--- src/rtl/pps_pkg.sv ---
// ----------------------------------------------------------------------------
// pps_pkg - preemptive priority scheduler package
// Table size, index widths and the entry/best-candidate record types.
// ----------------------------------------------------------------------------
package pps_pkg;

    localparam int MAX_PROCESSES = 16;
    localparam int IDX_W = (MAX_PROCESSES > 1) ? $clog2(MAX_PROCESSES) : 1;
    localparam int CNT_W = $clog2(MAX_PROCESSES + 1);

    localparam logic KIND_LOAD = 1'b0;
    localparam logic KIND_TICK = 1'b1;

    typedef struct packed {
        logic        done;
        logic [7:0]  prio;
        logic [15:0] remaining;
        logic [15:0] burst;
        logic [15:0] arrival;
    } t_entry;

    localparam int ENTRY_W = $bits(t_entry);

    typedef struct packed {
        logic             found;
        logic [IDX_W-1:0] idx;
        t_entry           entry;
    } t_best;

endpackage

--- src/rtl/pps_ram.sv ---
// ----------------------------------------------------------------------------
// pps_ram - process table storage
// One write port, one read port, registered read data.
// ----------------------------------------------------------------------------
module pps_ram #(
    parameter int WIDTH = 8,
    parameter int DEPTH = 16,
    parameter int AW    = (DEPTH > 1) ? $clog2(DEPTH) : 1
) (
    input  logic             i_clk,
    input  logic             i_we,
    input  logic [AW-1:0]    i_waddr,
    input  logic [WIDTH-1:0] i_wdata,
    input  logic [AW-1:0]    i_raddr,
    output logic [WIDTH-1:0] o_rdata
);

    logic [WIDTH-1:0] r_mem [DEPTH];

    always_ff @(posedge i_clk) begin
        if (i_we) begin
            r_mem[i_waddr] <= i_wdata;
        end
        o_rdata <= r_mem[i_raddr];
    end

endmodule

--- src/rtl/pps_scan.sv ---
// ----------------------------------------------------------------------------
// pps_scan - best candidate tracker
// Takes one table entry per cycle and keeps the ready entry with the lowest
// priority number; the first one seen wins a tie.
// ----------------------------------------------------------------------------
module pps_scan (
    input  logic                    i_clk,
    input  logic                    i_rst_n,
    input  logic                    i_clr,
    input  logic                    i_chk,
    input  logic [pps_pkg::IDX_W-1:0] i_idx,
    input  pps_pkg::t_entry         i_entry,
    input  logic [15:0]             i_now,
    output pps_pkg::t_best          o_best
);
    import pps_pkg::*;

    t_best r_best;
    logic  eligible;
    logic  take;

    assign eligible = !i_entry.done && (i_entry.arrival <= i_now);
    assign take     = i_chk && eligible &&
                      (!r_best.found || (i_entry.prio < r_best.entry.prio));

    always_ff @(posedge i_clk) begin
        if (!i_rst_n || i_clr) begin
            r_best.found <= 1'b0;
        end else if (take) begin
            r_best.found <= 1'b1;
        end
        if (take) begin
            r_best.idx   <= i_idx;
            r_best.entry <= i_entry;
        end
    end

    assign o_best = r_best;

endmodule

--- src/rtl/preemptive_priority_scheduler_unit.sv ---
// ----------------------------------------------------------------------------
// preemptive_priority_scheduler_unit - preemptive priority scheduler top level
// A load is taken in S_IDLE; a tick scans the table one entry per cycle
// through the single RAM read port before the result register is written.
// One transaction in flight.
// Reset (synchronous, active low) clears counts, time and control; the table
// RAM is not cleared, only slots below loaded_count are ever read.
// ----------------------------------------------------------------------------
module preemptive_priority_scheduler_unit (
    input  logic        i_clk,
    input  logic        i_rst_n,
    // input channel
    input  logic        i_valid,
    output logic        o_stall,
    input  logic        i_kind,
    input  logic [15:0] i_arrival_time,
    input  logic [15:0] i_burst_time,
    input  logic [7:0]  i_priority_level,
    // result channel
    output logic        o_valid,
    input  logic        i_stall,
    output logic [3:0]  o_slot_index,
    output logic        o_idle,
    output logic [15:0] o_slot_start,
    output logic        o_finished,
    output logic [15:0] o_completion_time,
    output logic [15:0] o_turnaround_time,
    output logic [15:0] o_waiting_time,
    output logic        o_all_done
);
    import pps_pkg::*;

    // Control FSM:
    //   S_IDLE - take a transaction; a load writes the table in place
    //   S_SCAN - stream table entries out of the RAM into the tracker
    //   S_DONE - run the winner one unit, write it back, publish the result
    typedef enum logic [2:0] {
        S_IDLE = 3'b001,
        S_SCAN = 3'b010,
        S_DONE = 3'b100
    } t_state;

    t_state            r_state, n_state;
    logic [CNT_W-1:0]  r_loaded, n_loaded;
    logic [CNT_W-1:0]  r_finished, n_finished;
    logic [15:0]       r_time, n_time;
    logic [CNT_W-1:0]  r_ptr, n_ptr;
    logic              r_chk;
    logic [IDX_W-1:0]  r_chk_idx;

    logic              accept;
    logic              issue;
    logic              out_free;
    logic              retire;

    // table RAM ports
    logic              ram_we;
    logic [IDX_W-1:0]  ram_waddr;
    t_entry            ram_wdata;
    t_entry            ram_rdata;

    t_best             best;

    // execution of the winner
    logic [15:0]       rem_next;
    logic              fin;
    logic [15:0]       comp;
    logic [15:0]       tat;
    logic [15:0]       wait_t;

    assign o_stall  = (r_state != S_IDLE);
    assign accept   = i_valid && (r_state == S_IDLE);
    assign issue    = (r_state == S_SCAN) && (r_ptr < r_loaded);
    assign out_free = !o_valid || !i_stall;
    assign retire   = (r_state == S_DONE) && out_free;

    // Winner update: remaining time saturates at zero, so a zero burst
    // finishes on its first run just like a burst of one.
    assign rem_next = (best.entry.remaining != 16'd0) ?
                      best.entry.remaining - 16'd1 : 16'd0;
    assign fin      = best.found && (rem_next == 16'd0);
    assign comp     = r_time + 16'd1;
    assign tat      = comp - best.entry.arrival;
    assign wait_t   = tat - best.entry.burst;

    // RAM writes happen only in S_IDLE (load) and S_DONE (write-back), reads
    // only in S_SCAN, so no read can see a same-entry write in flight.
    always_comb begin
        ram_we    = 1'b0;
        ram_waddr = best.idx;
        ram_wdata = best.entry;
        if (r_state == S_IDLE) begin
            ram_waddr           = r_loaded[IDX_W-1:0];
            ram_wdata.done      = 1'b0;
            ram_wdata.prio      = i_priority_level;
            ram_wdata.remaining = i_burst_time;
            ram_wdata.burst     = i_burst_time;
            ram_wdata.arrival   = i_arrival_time;
            ram_we = accept && (i_kind == KIND_LOAD) &&
                     (r_loaded < CNT_W'(MAX_PROCESSES));
        end else if (retire && best.found) begin
            ram_we              = 1'b1;
            ram_wdata.remaining = rem_next;
            ram_wdata.done      = fin;
        end
    end

    pps_ram #(
        .WIDTH (ENTRY_W),
        .DEPTH (MAX_PROCESSES),
        .AW    (IDX_W)
    ) u_ram (
        .i_clk   (i_clk),
        .i_we    (ram_we),
        .i_waddr (ram_waddr),
        .i_wdata (ram_wdata),
        .i_raddr (r_ptr[IDX_W-1:0]),
        .o_rdata (ram_rdata)
    );

    // Tracker sees RAM data in the cycle after the address was issued.
    pps_scan u_scan (
        .i_clk   (i_clk),
        .i_rst_n (i_rst_n),
        .i_clr   (accept),
        .i_chk   (r_chk),
        .i_idx   (r_chk_idx),
        .i_entry (ram_rdata),
        .i_now   (r_time),
        .o_best  (best)
    );

    always_comb begin
        n_state    = r_state;
        n_loaded   = r_loaded;
        n_finished = r_finished;
        n_time     = r_time;
        n_ptr      = r_ptr;
        case (r_state)
            S_IDLE: begin
                if (accept) begin
                    if (i_kind == KIND_TICK) begin
                        n_ptr   = '0;
                        n_state = S_SCAN;
                    end else if (ram_we) begin
                        n_loaded = r_loaded + CNT_W'(1);
                    end
                end
            end
            S_SCAN: begin
                // the last check, if any, lands in the tracker at this edge
                if (issue) begin
                    n_ptr = r_ptr + CNT_W'(1);
                end else begin
                    n_state = S_DONE;
                end
            end
            S_DONE: begin
                if (out_free) begin
                    n_time = comp;
                    if (fin) begin
                        n_finished = r_finished + CNT_W'(1);
                    end
                    n_state = S_IDLE;
                end
            end
            default: n_state = S_IDLE;
        endcase
    end

    always_ff @(posedge i_clk) begin
        if (!i_rst_n) begin
            r_state    <= S_IDLE;
            r_loaded   <= '0;
            r_finished <= '0;
            r_time     <= '0;
            r_ptr      <= '0;
            r_chk      <= 1'b0;
        end else begin
            r_state    <= n_state;
            r_loaded   <= n_loaded;
            r_finished <= n_finished;
            r_time     <= n_time;
            r_ptr      <= n_ptr;
            r_chk      <= issue;
        end
        r_chk_idx <= r_ptr[IDX_W-1:0];
    end

    // Result register: filled on retire, drained by the downstream handshake.
    always_ff @(posedge i_clk) begin
        if (!i_rst_n) begin
            o_valid <= 1'b0;
        end else if (retire) begin
            o_valid <= 1'b1;
        end else if (!i_stall) begin
            o_valid <= 1'b0;
        end
        if (retire) begin
            o_slot_index      <= best.found ? 4'(best.idx) : 4'd0;
            o_idle            <= !best.found;
            o_slot_start      <= r_time;
            o_finished        <= fin;
            o_completion_time <= fin ? comp : 16'd0;
            o_turnaround_time <= fin ? tat : 16'd0;
            o_waiting_time    <= fin ? wait_t : 16'd0;
            o_all_done        <= (n_finished == r_loaded);
        end
    end

endmodule

--- config.mk ---
export PLATFORM = sky130hd
export DESIGN_NAME = preemptive_priority_scheduler_unit
export DESIGN_NICKNAME = d
export VERILOG_FILES = /design/src/rtl/pps_pkg.sv /design/src/rtl/pps_ram.sv /design/src/rtl/pps_scan.sv /design/src/rtl/preemptive_priority_scheduler_unit.sv
export SDC_FILE = /design/constraint.sdc
export NUM_CORES = 1
export LEC_CHECK = 0
export BUFFER_PORTS_ARGS = -buffer_cell sky130_fd_sc_hd__buf_2
export CAP_MARGIN = 0
export CORE_ASPECT_RATIO = 1.75
export CORE_MARGIN = 3
export CORE_UTILIZATION = 67
export DETAILED_ROUTE_END_ITERATION = 6
export PLACE_DENSITY = 0.85
export SYNTH_ARGS = -nofsm -noshare
export SYNTH_HDL_FRONTEND = slang
export SYNTH_SLANG_ARGS = --single-unit
--- constraint.sdc ---
create_clock -name i_clk -period 9.36 [get_ports i_clk]
set_input_delay 0 -clock i_clk [delete_from_list [all_inputs] [get_ports i_clk]]
set_output_delay 0 -clock i_clk [all_outputs]
set_load 0.05 [all_outputs]
Word-level counts from Yosys, hierarchy flattened
Memory sizes are Yosys's and may differ from the RTL's. A register that Yosys moved wholly into a read port is not among the register bits.
Cells that the tools add are included.
- register bits after elaboration: 173
- RAM bits: 912
- memories: 1
- output and inout port bits: 73
- input port bits: 45
- magnitude comparators: 4
- equality and inequality tests: 11
- reduce and logical (&&, ||, !) cells: 25
- bitwise logic cells: 1
- multiplexer cells: 26
- add/sub/neg operators: 7
- memories (name ; words ; bits a word ; read ports ; clocked after memory_dff ; write ports ; RTL line ; RTL):
    u_ram.r_mem ; 16 ; 57 ; 1 ; 1 ; 1 ; pps_ram.sv:18 ; logic [WIDTH-1:0] r_mem [DEPTH];
- operators by type and width (operator ; count):
    $mux 16 ; 3
    $mux 32 ; 1
    $sub 16x16->16 ; 2
    $mux 5 ; 6
    $add 16x1->16 const B ; 1
    $le 16x16->1 ; 1
    $logic_not 16->1 ; 1
    $reduce_bool 16->1 ; 1
    $sub 16x1->16 const B ; 1
    $add 5x1->5 const B ; 3
    $mux 3 ; 4
    $reduce_and 4->1 ; 3
    $logic_and 1x1->1 ; 10
    $ne 2x2->1 const B ; 5
    $pmux 5 s2 ; 1
    $pmux 3 s3 ; 1
    $lt 8x8->1 ; 1
    $mux 1 ; 8
    $mux 8 ; 1
    $eq 5x5->1 ; 1
    $logic_not 1->1 ; 5
    $lt 5x5->1 ; 1
    $lt 5x5->1 const B ; 1
    $mux 4 ; 1
    other kinds (9) ; 11

Logic depth before layout (Yosys ltp)
- depth in word-level cells: 8
- mapped depth: 21
- gate-level depth less buffers: 21

By module
A second synthesis with hierarchy kept.
- cells, all modules: 2433
- area total of the unflattened synthesis: 44919.3 sq um
- by module, submodules not included (module ; cells each ; times used ; area each (sq um) ; seq. area each (sq um)):
    pps_ram ; 1470 ; 1 ; 35252.6 ; 28527.4
    preemptive_priority_scheduler_unit ; 814 ; 1 ; 7188.1 ; 2932.8
    pps_scan ; 149 ; 1 ; 2478.6 ; 1851.8

Worst setup path after synthesis
OpenSTA, ideal clock, no wires.
- kind: reg2reg
- from: register r_time[1]
- to: register u_scan.r_best, in the netlist u_scan.o_best[0], enable pin
- arrival: 5.188 ns
- stages on the path, launching flop included: 12
- slack: 3.663 ns
- path buffers: 0
- data required time: 8.851 ns
- period minus slack after synthesis: 5.697 ns
- library setup time: 0.509 ns
- cells stage by stage: dfxtp_1 inv_1 ha_1 nor2b_1 o21a_1 o21a_1 o21a_1 o21a_1 o21ai_0 a21oi_1 or4b_1 a2bb2oi_1
- cells in the longest elaborated chain, start to end: 4
- ends and longest elaborated chain (element ; RTL line ; RTL):
    from (decl) ; preemptive_priority_scheduler_unit.sv:46 ; logic [15:0] r_time, n_time;
    from (signal assigned) ; preemptive_priority_scheduler_unit.sv:183 ; r_time <= n_time;
    $le 16x16->1 ; pps_scan.sv:22 ; assign eligible = !i_entry.done && (i_entry.arrival <= i_now);
    $logic_and 1x1->1 ; pps_scan.sv:22 ;
    $logic_and 1x1->1 (2 in series) ; pps_scan.sv:23 ; assign take = i_chk && eligible &&
    named net u_scan.take ; pps_scan.sv:20 ; logic take;
    to (decl) ; pps_scan.sv:18 ; t_best r_best;
The timed path passes the listed nets, and every way through them passes these cells.
A chain may end at the register's enable or synchronous reset.

==> flow_summary.yaml <==
status:
  status: "completed"
synth:
  ys_async_sr_fraction_pct: 0
  synth_commonest_cells: "sky130_fd_sc_hd__edfxtp_1, sky130_fd_sc_hd__mux4_2, sky130_fd_sc_hd__dfxtp_1, sky130_fd_sc_hd__nand2_1, sky130_fd_sc_hd__o21ai_0"
  ys_ff_latch: 1142
  synth_area_per_cell_sq_um: 19.7
  synth_ff_type: "sky130_fd_sc_hd__edfxtp_1"
  synthesis.yosys.warnings: 0
  synthMostInstantiatedCell: "sky130_fd_sc_hd__edfxtp_1"
  synthesis.instances: 2279
  yosys.area.top_type: "sky130_fd_sc_hd__edfxtp_1"
  synth_largest_type_area_fraction_pct: 69.9
  synth.top_cells.by_area: "sky130_fd_sc_hd__edfxtp_1, sky130_fd_sc_hd__mux4_2, sky130_fd_sc_hd__dfxtp_1"
  post_synth_design_cell_area_sq_um: 44900
  syn_nets: 2388
  synth_cell_types: 71
  sequential_share_of_the_synthesized_area_pct: 74.2
  number_of_flops_mapped_to_enable_cells_by_yosys: 1044
drt:
  detail_route.first_pass.iterations: 7
  detailedRoute.firstIterationViolations: 3694
  drc_errors: 0
  finalWirelength_mm: 116
  avgViaCountPerCell: 7.13
  routedWlPerCell_um: 33.6
  route.vias.total: 24600
  number_of_routed_nets_with_antenna_violations: 0
cells_and_area:
  antennaDiodeCount: 0
  net_count_final: 2598
  final_layout_size_suffix_gt1_share_pct: 25.2
  utilization_pct: 76.1
  multiInputGateArea_sq_um: 11000
  final_layout_fill_cell_count: 3265
  synthToLayoutAreaGrowth_pct: 11.6
  seqCellArea_sq_um: 33300
timing:
  final.min_clock_period_ns: 5.06
  achievable-frequency_mhz: 197
  maxSlewHeadroom_pct: 9.04
  tightest_slew_ns: 1.35
  postLayoutSetupSlackWorst_ns: 4.30
  final-setup-viol-count: 0
  totalNegativeSetupSlack_ns: 0
  min_period_over_period_pct: 54.1
  fin_worst_skew_ns: 0.0357
  rsz0062_at_grt: "false"
  drv_slew: 0
  holdWs_ns: 0.0795
  hold_violations: 0
clock_network:
  cts_bufs_inserted: 90
  post-cts-setup-buffers: 0
  clock_path_buffers: 3
  clock-root-buffer: "sky130_fd_sc_hd__clkbuf_16"
  clock_sinks: 1142
  tritoncts: "built"
  path_clk_slew_ns: 0.08
  clkLatencyLatePin_ns: 0.66
  cts-resized-gates: 0
  cts.hold.buffers_added: 28
  htreeDepth: 3
hold_path:
  min-delay-path-class: "in -> reg"
power:
  power.static_leakage_nw: 16.0
  power.total_mw: 10.1
  pwr_cell_area_nw_per_um2: 201
  vdd_ir_drop_max_mv: 0.135
worst_setup_path:
  worst_setup_path_start_kind: "flip-flop"
  cp_max_fo: 84
  worstPathRequired_ns: 9.66
  arrival_ns: 5.36
  critPathCaptureType: "flip-flop"
  critPathTopFamily: "simple AND/OR/NAND/NOR gates"
  criticalPathCategory: "reg -> reg"
  crit_path_cell_trace: "or3b_2, nand2b_1, inv_2, buf_4, nand2_1, or3_1, nor3_1, mux2i_1, o21ai_1"
  path_buf_inv: 2
  timing.critical_path.slowest_stage_cell: "sky130_fd_sc_hd__o21ai_1"
  slowest_delay_ns: 0.79
place:
  routability_congestion_estimate: 0.936
  port-buffer-count: 117
  place_worst_setup_slack_ns: 4.52
  hpwlAfterDp_mm: 58.6
floorplan:
  die-width_um: 202
  coreArea_sq_um: 65800
  ios: 118
  rows: 124
  die_height_um: 348
  die_area_sq_um: 70200
  initial_cell_density_of_the_core_pct: 68.2
global_routing:
  gr-usage-all-layers_pct: 33.4
  antenna_found_initial: 1
  grt_pass1_wl_mm: 169
  aggregate_global_routing_overflow: 0
  grt_max_degree: 171
  number_of_global_route_vias_before_repair: 25400
flow_run:
  maxCapViolations: 0
[where the power goes]
group | internal (mW) | leakage, nW | switching (mW)
sequential | 5.70 | 10.1 | 0.0342
combinational | 0.186 | 4.44 | 0.312
clock | 2.08 | 1.40 | 1.76
total | 7.96 | 16.0 | 2.10
[state kept, by name (all words and copies together), names as in the netlist]
| signal | flops |
|---|---|
| o_all_done | 1 |
| o_completion_time | 16 |
| o_finished | 1 |
| o_idle | 1 |
| o_slot_index | 4 |
| o_slot_start | 16 |
| o_turnaround_time | 16 |
| o_valid | 1 |
| o_waiting_time | 16 |
| r_chk | 1 |
| r_chk_idx | 4 |
| r_finished | 5 |
| r_loaded | 5 |
| r_ptr | 5 |
| r_state | 3 |
| r_time | 16 |
| u_ram.o_rdata | 57 |
| u_ram.r_mem | 912 |
| u_scan.o_best | 62 |
[worst paths after layout]
| path | from | to | slack [ns] | cells past startpoint |
|---|---|---|---|---|
| setup / recovery | r_state[2] | u_ram.r_mem[9][46] | 4.30 | 9 |
| hold / removal | i_burst_time[13] | u_ram.r_mem[8][45] | 0.08 | 4 |
| setup reg to reg | r_state[2] | u_ram.r_mem[9][46] | 4.30 | 9 |
| hold reg to reg | u_ram.o_rdata[17] | u_scan.o_best[17] | 0.40 | 0 |
[worst reg2reg max path: cells and delay by family (launching register included)]
family          cells  cell delay (ns)
buf+inv             2             0.91
flops               1             0.43
compound gates      1             0.79
mux                 1             0.12
simple gates        5             2.46
[final cells by class]
cell class | count | area share [%]
Sequential cell | 1142 | 66.5
Inverter | 76 | 0.570
Clock inverter | 49 | 0.974
Multi-Input combinational cell | 961 | 22.0
Timing Repair Buffer | 218 | 2.87
Tap cell | 882 | 2.20
Clock buffer | 116 | 4.81
[per-layer routing]
metal  vias to the layer above  track usage (%)  wire (um)
met2                      2141             55.8      58900
met1                     12300             42.5      37000
met3                       528             6.73      12700
li1                       9569                -          -
met5                         -                0         13
met4                         2             16.9       6970
[through the flow]
step                      area [sq um]  std cells
after floorplan                  44900       2279
after global placement           46900       3250
after detailed placement         46900       3250
after CTS                        50100       3443
after global routing             50100       3444
final                            50100       3444
[placed cells by master (no fill, tap or decap), types with 8 or more instances in the layout]
cell type                       instances
sky130_fd_sc_hd__nor2_1                59
sky130_fd_sc_hd__edfxtp_1            1044
sky130_fd_sc_hd__o21a_1                11
sky130_fd_sc_hd__buf_2                117
sky130_fd_sc_hd__buf_4                 71
sky130_fd_sc_hd__clkinv_2              15
sky130_fd_sc_hd__o21ai_1               18
sky130_fd_sc_hd__nor3_1                25
sky130_fd_sc_hd__xor2_1                18
sky130_fd_sc_hd__nand2_1               88
sky130_fd_sc_hd__nand3_1               15
sky130_fd_sc_hd__clkinvlp_4             9
sky130_fd_sc_hd__ha_1                  62
sky130_fd_sc_hd__nand4_1               14
sky130_fd_sc_hd__nor2b_1               27
sky130_fd_sc_hd__nor2_4                16
sky130_fd_sc_hd__and3_1                15
sky130_fd_sc_hd__a21oi_1               42
sky130_fd_sc_hd__clkinv_1              13
sky130_fd_sc_hd__mux4_2               285
sky130_fd_sc_hd__bufinv_16              9
sky130_fd_sc_hd__clkbuf_16             91
sky130_fd_sc_hd__a21boi_0               9
sky130_fd_sc_hd__inv_1                 75
sky130_fd_sc_hd__clkbuf_1              21
sky130_fd_sc_hd__dfxtp_1               94
sky130_fd_sc_hd__dlygate4sd3_1         28
sky130_fd_sc_hd__o21ai_0               63
sky130_fd_sc_hd__a21o_1                18
sky130_fd_sc_hd__or3_1                 12
sky130_fd_sc_hd__nand2b_1               8
sky130_fd_sc_hd__and2_1                28
sky130_fd_sc_hd__xnor2_1               49
[kinds of logic (layout without fill, tap and decap cells)]
group / Yosys count / count (layout) / synth area share, %
buf+inv: 176 / 459 / 1.50
xor+xnor: 68 / 68 / 1.36
compound gates: 208 / 208 / 2.91
flops: 1142 / 1142 / 74.2
mux: 289 / 289 / 14.4
simple gates: 332 / 332 / 3.77
fa+ha+maj: 64 / 64 / 1.82
Note: power is estimated with default switching activity, not from simulation.
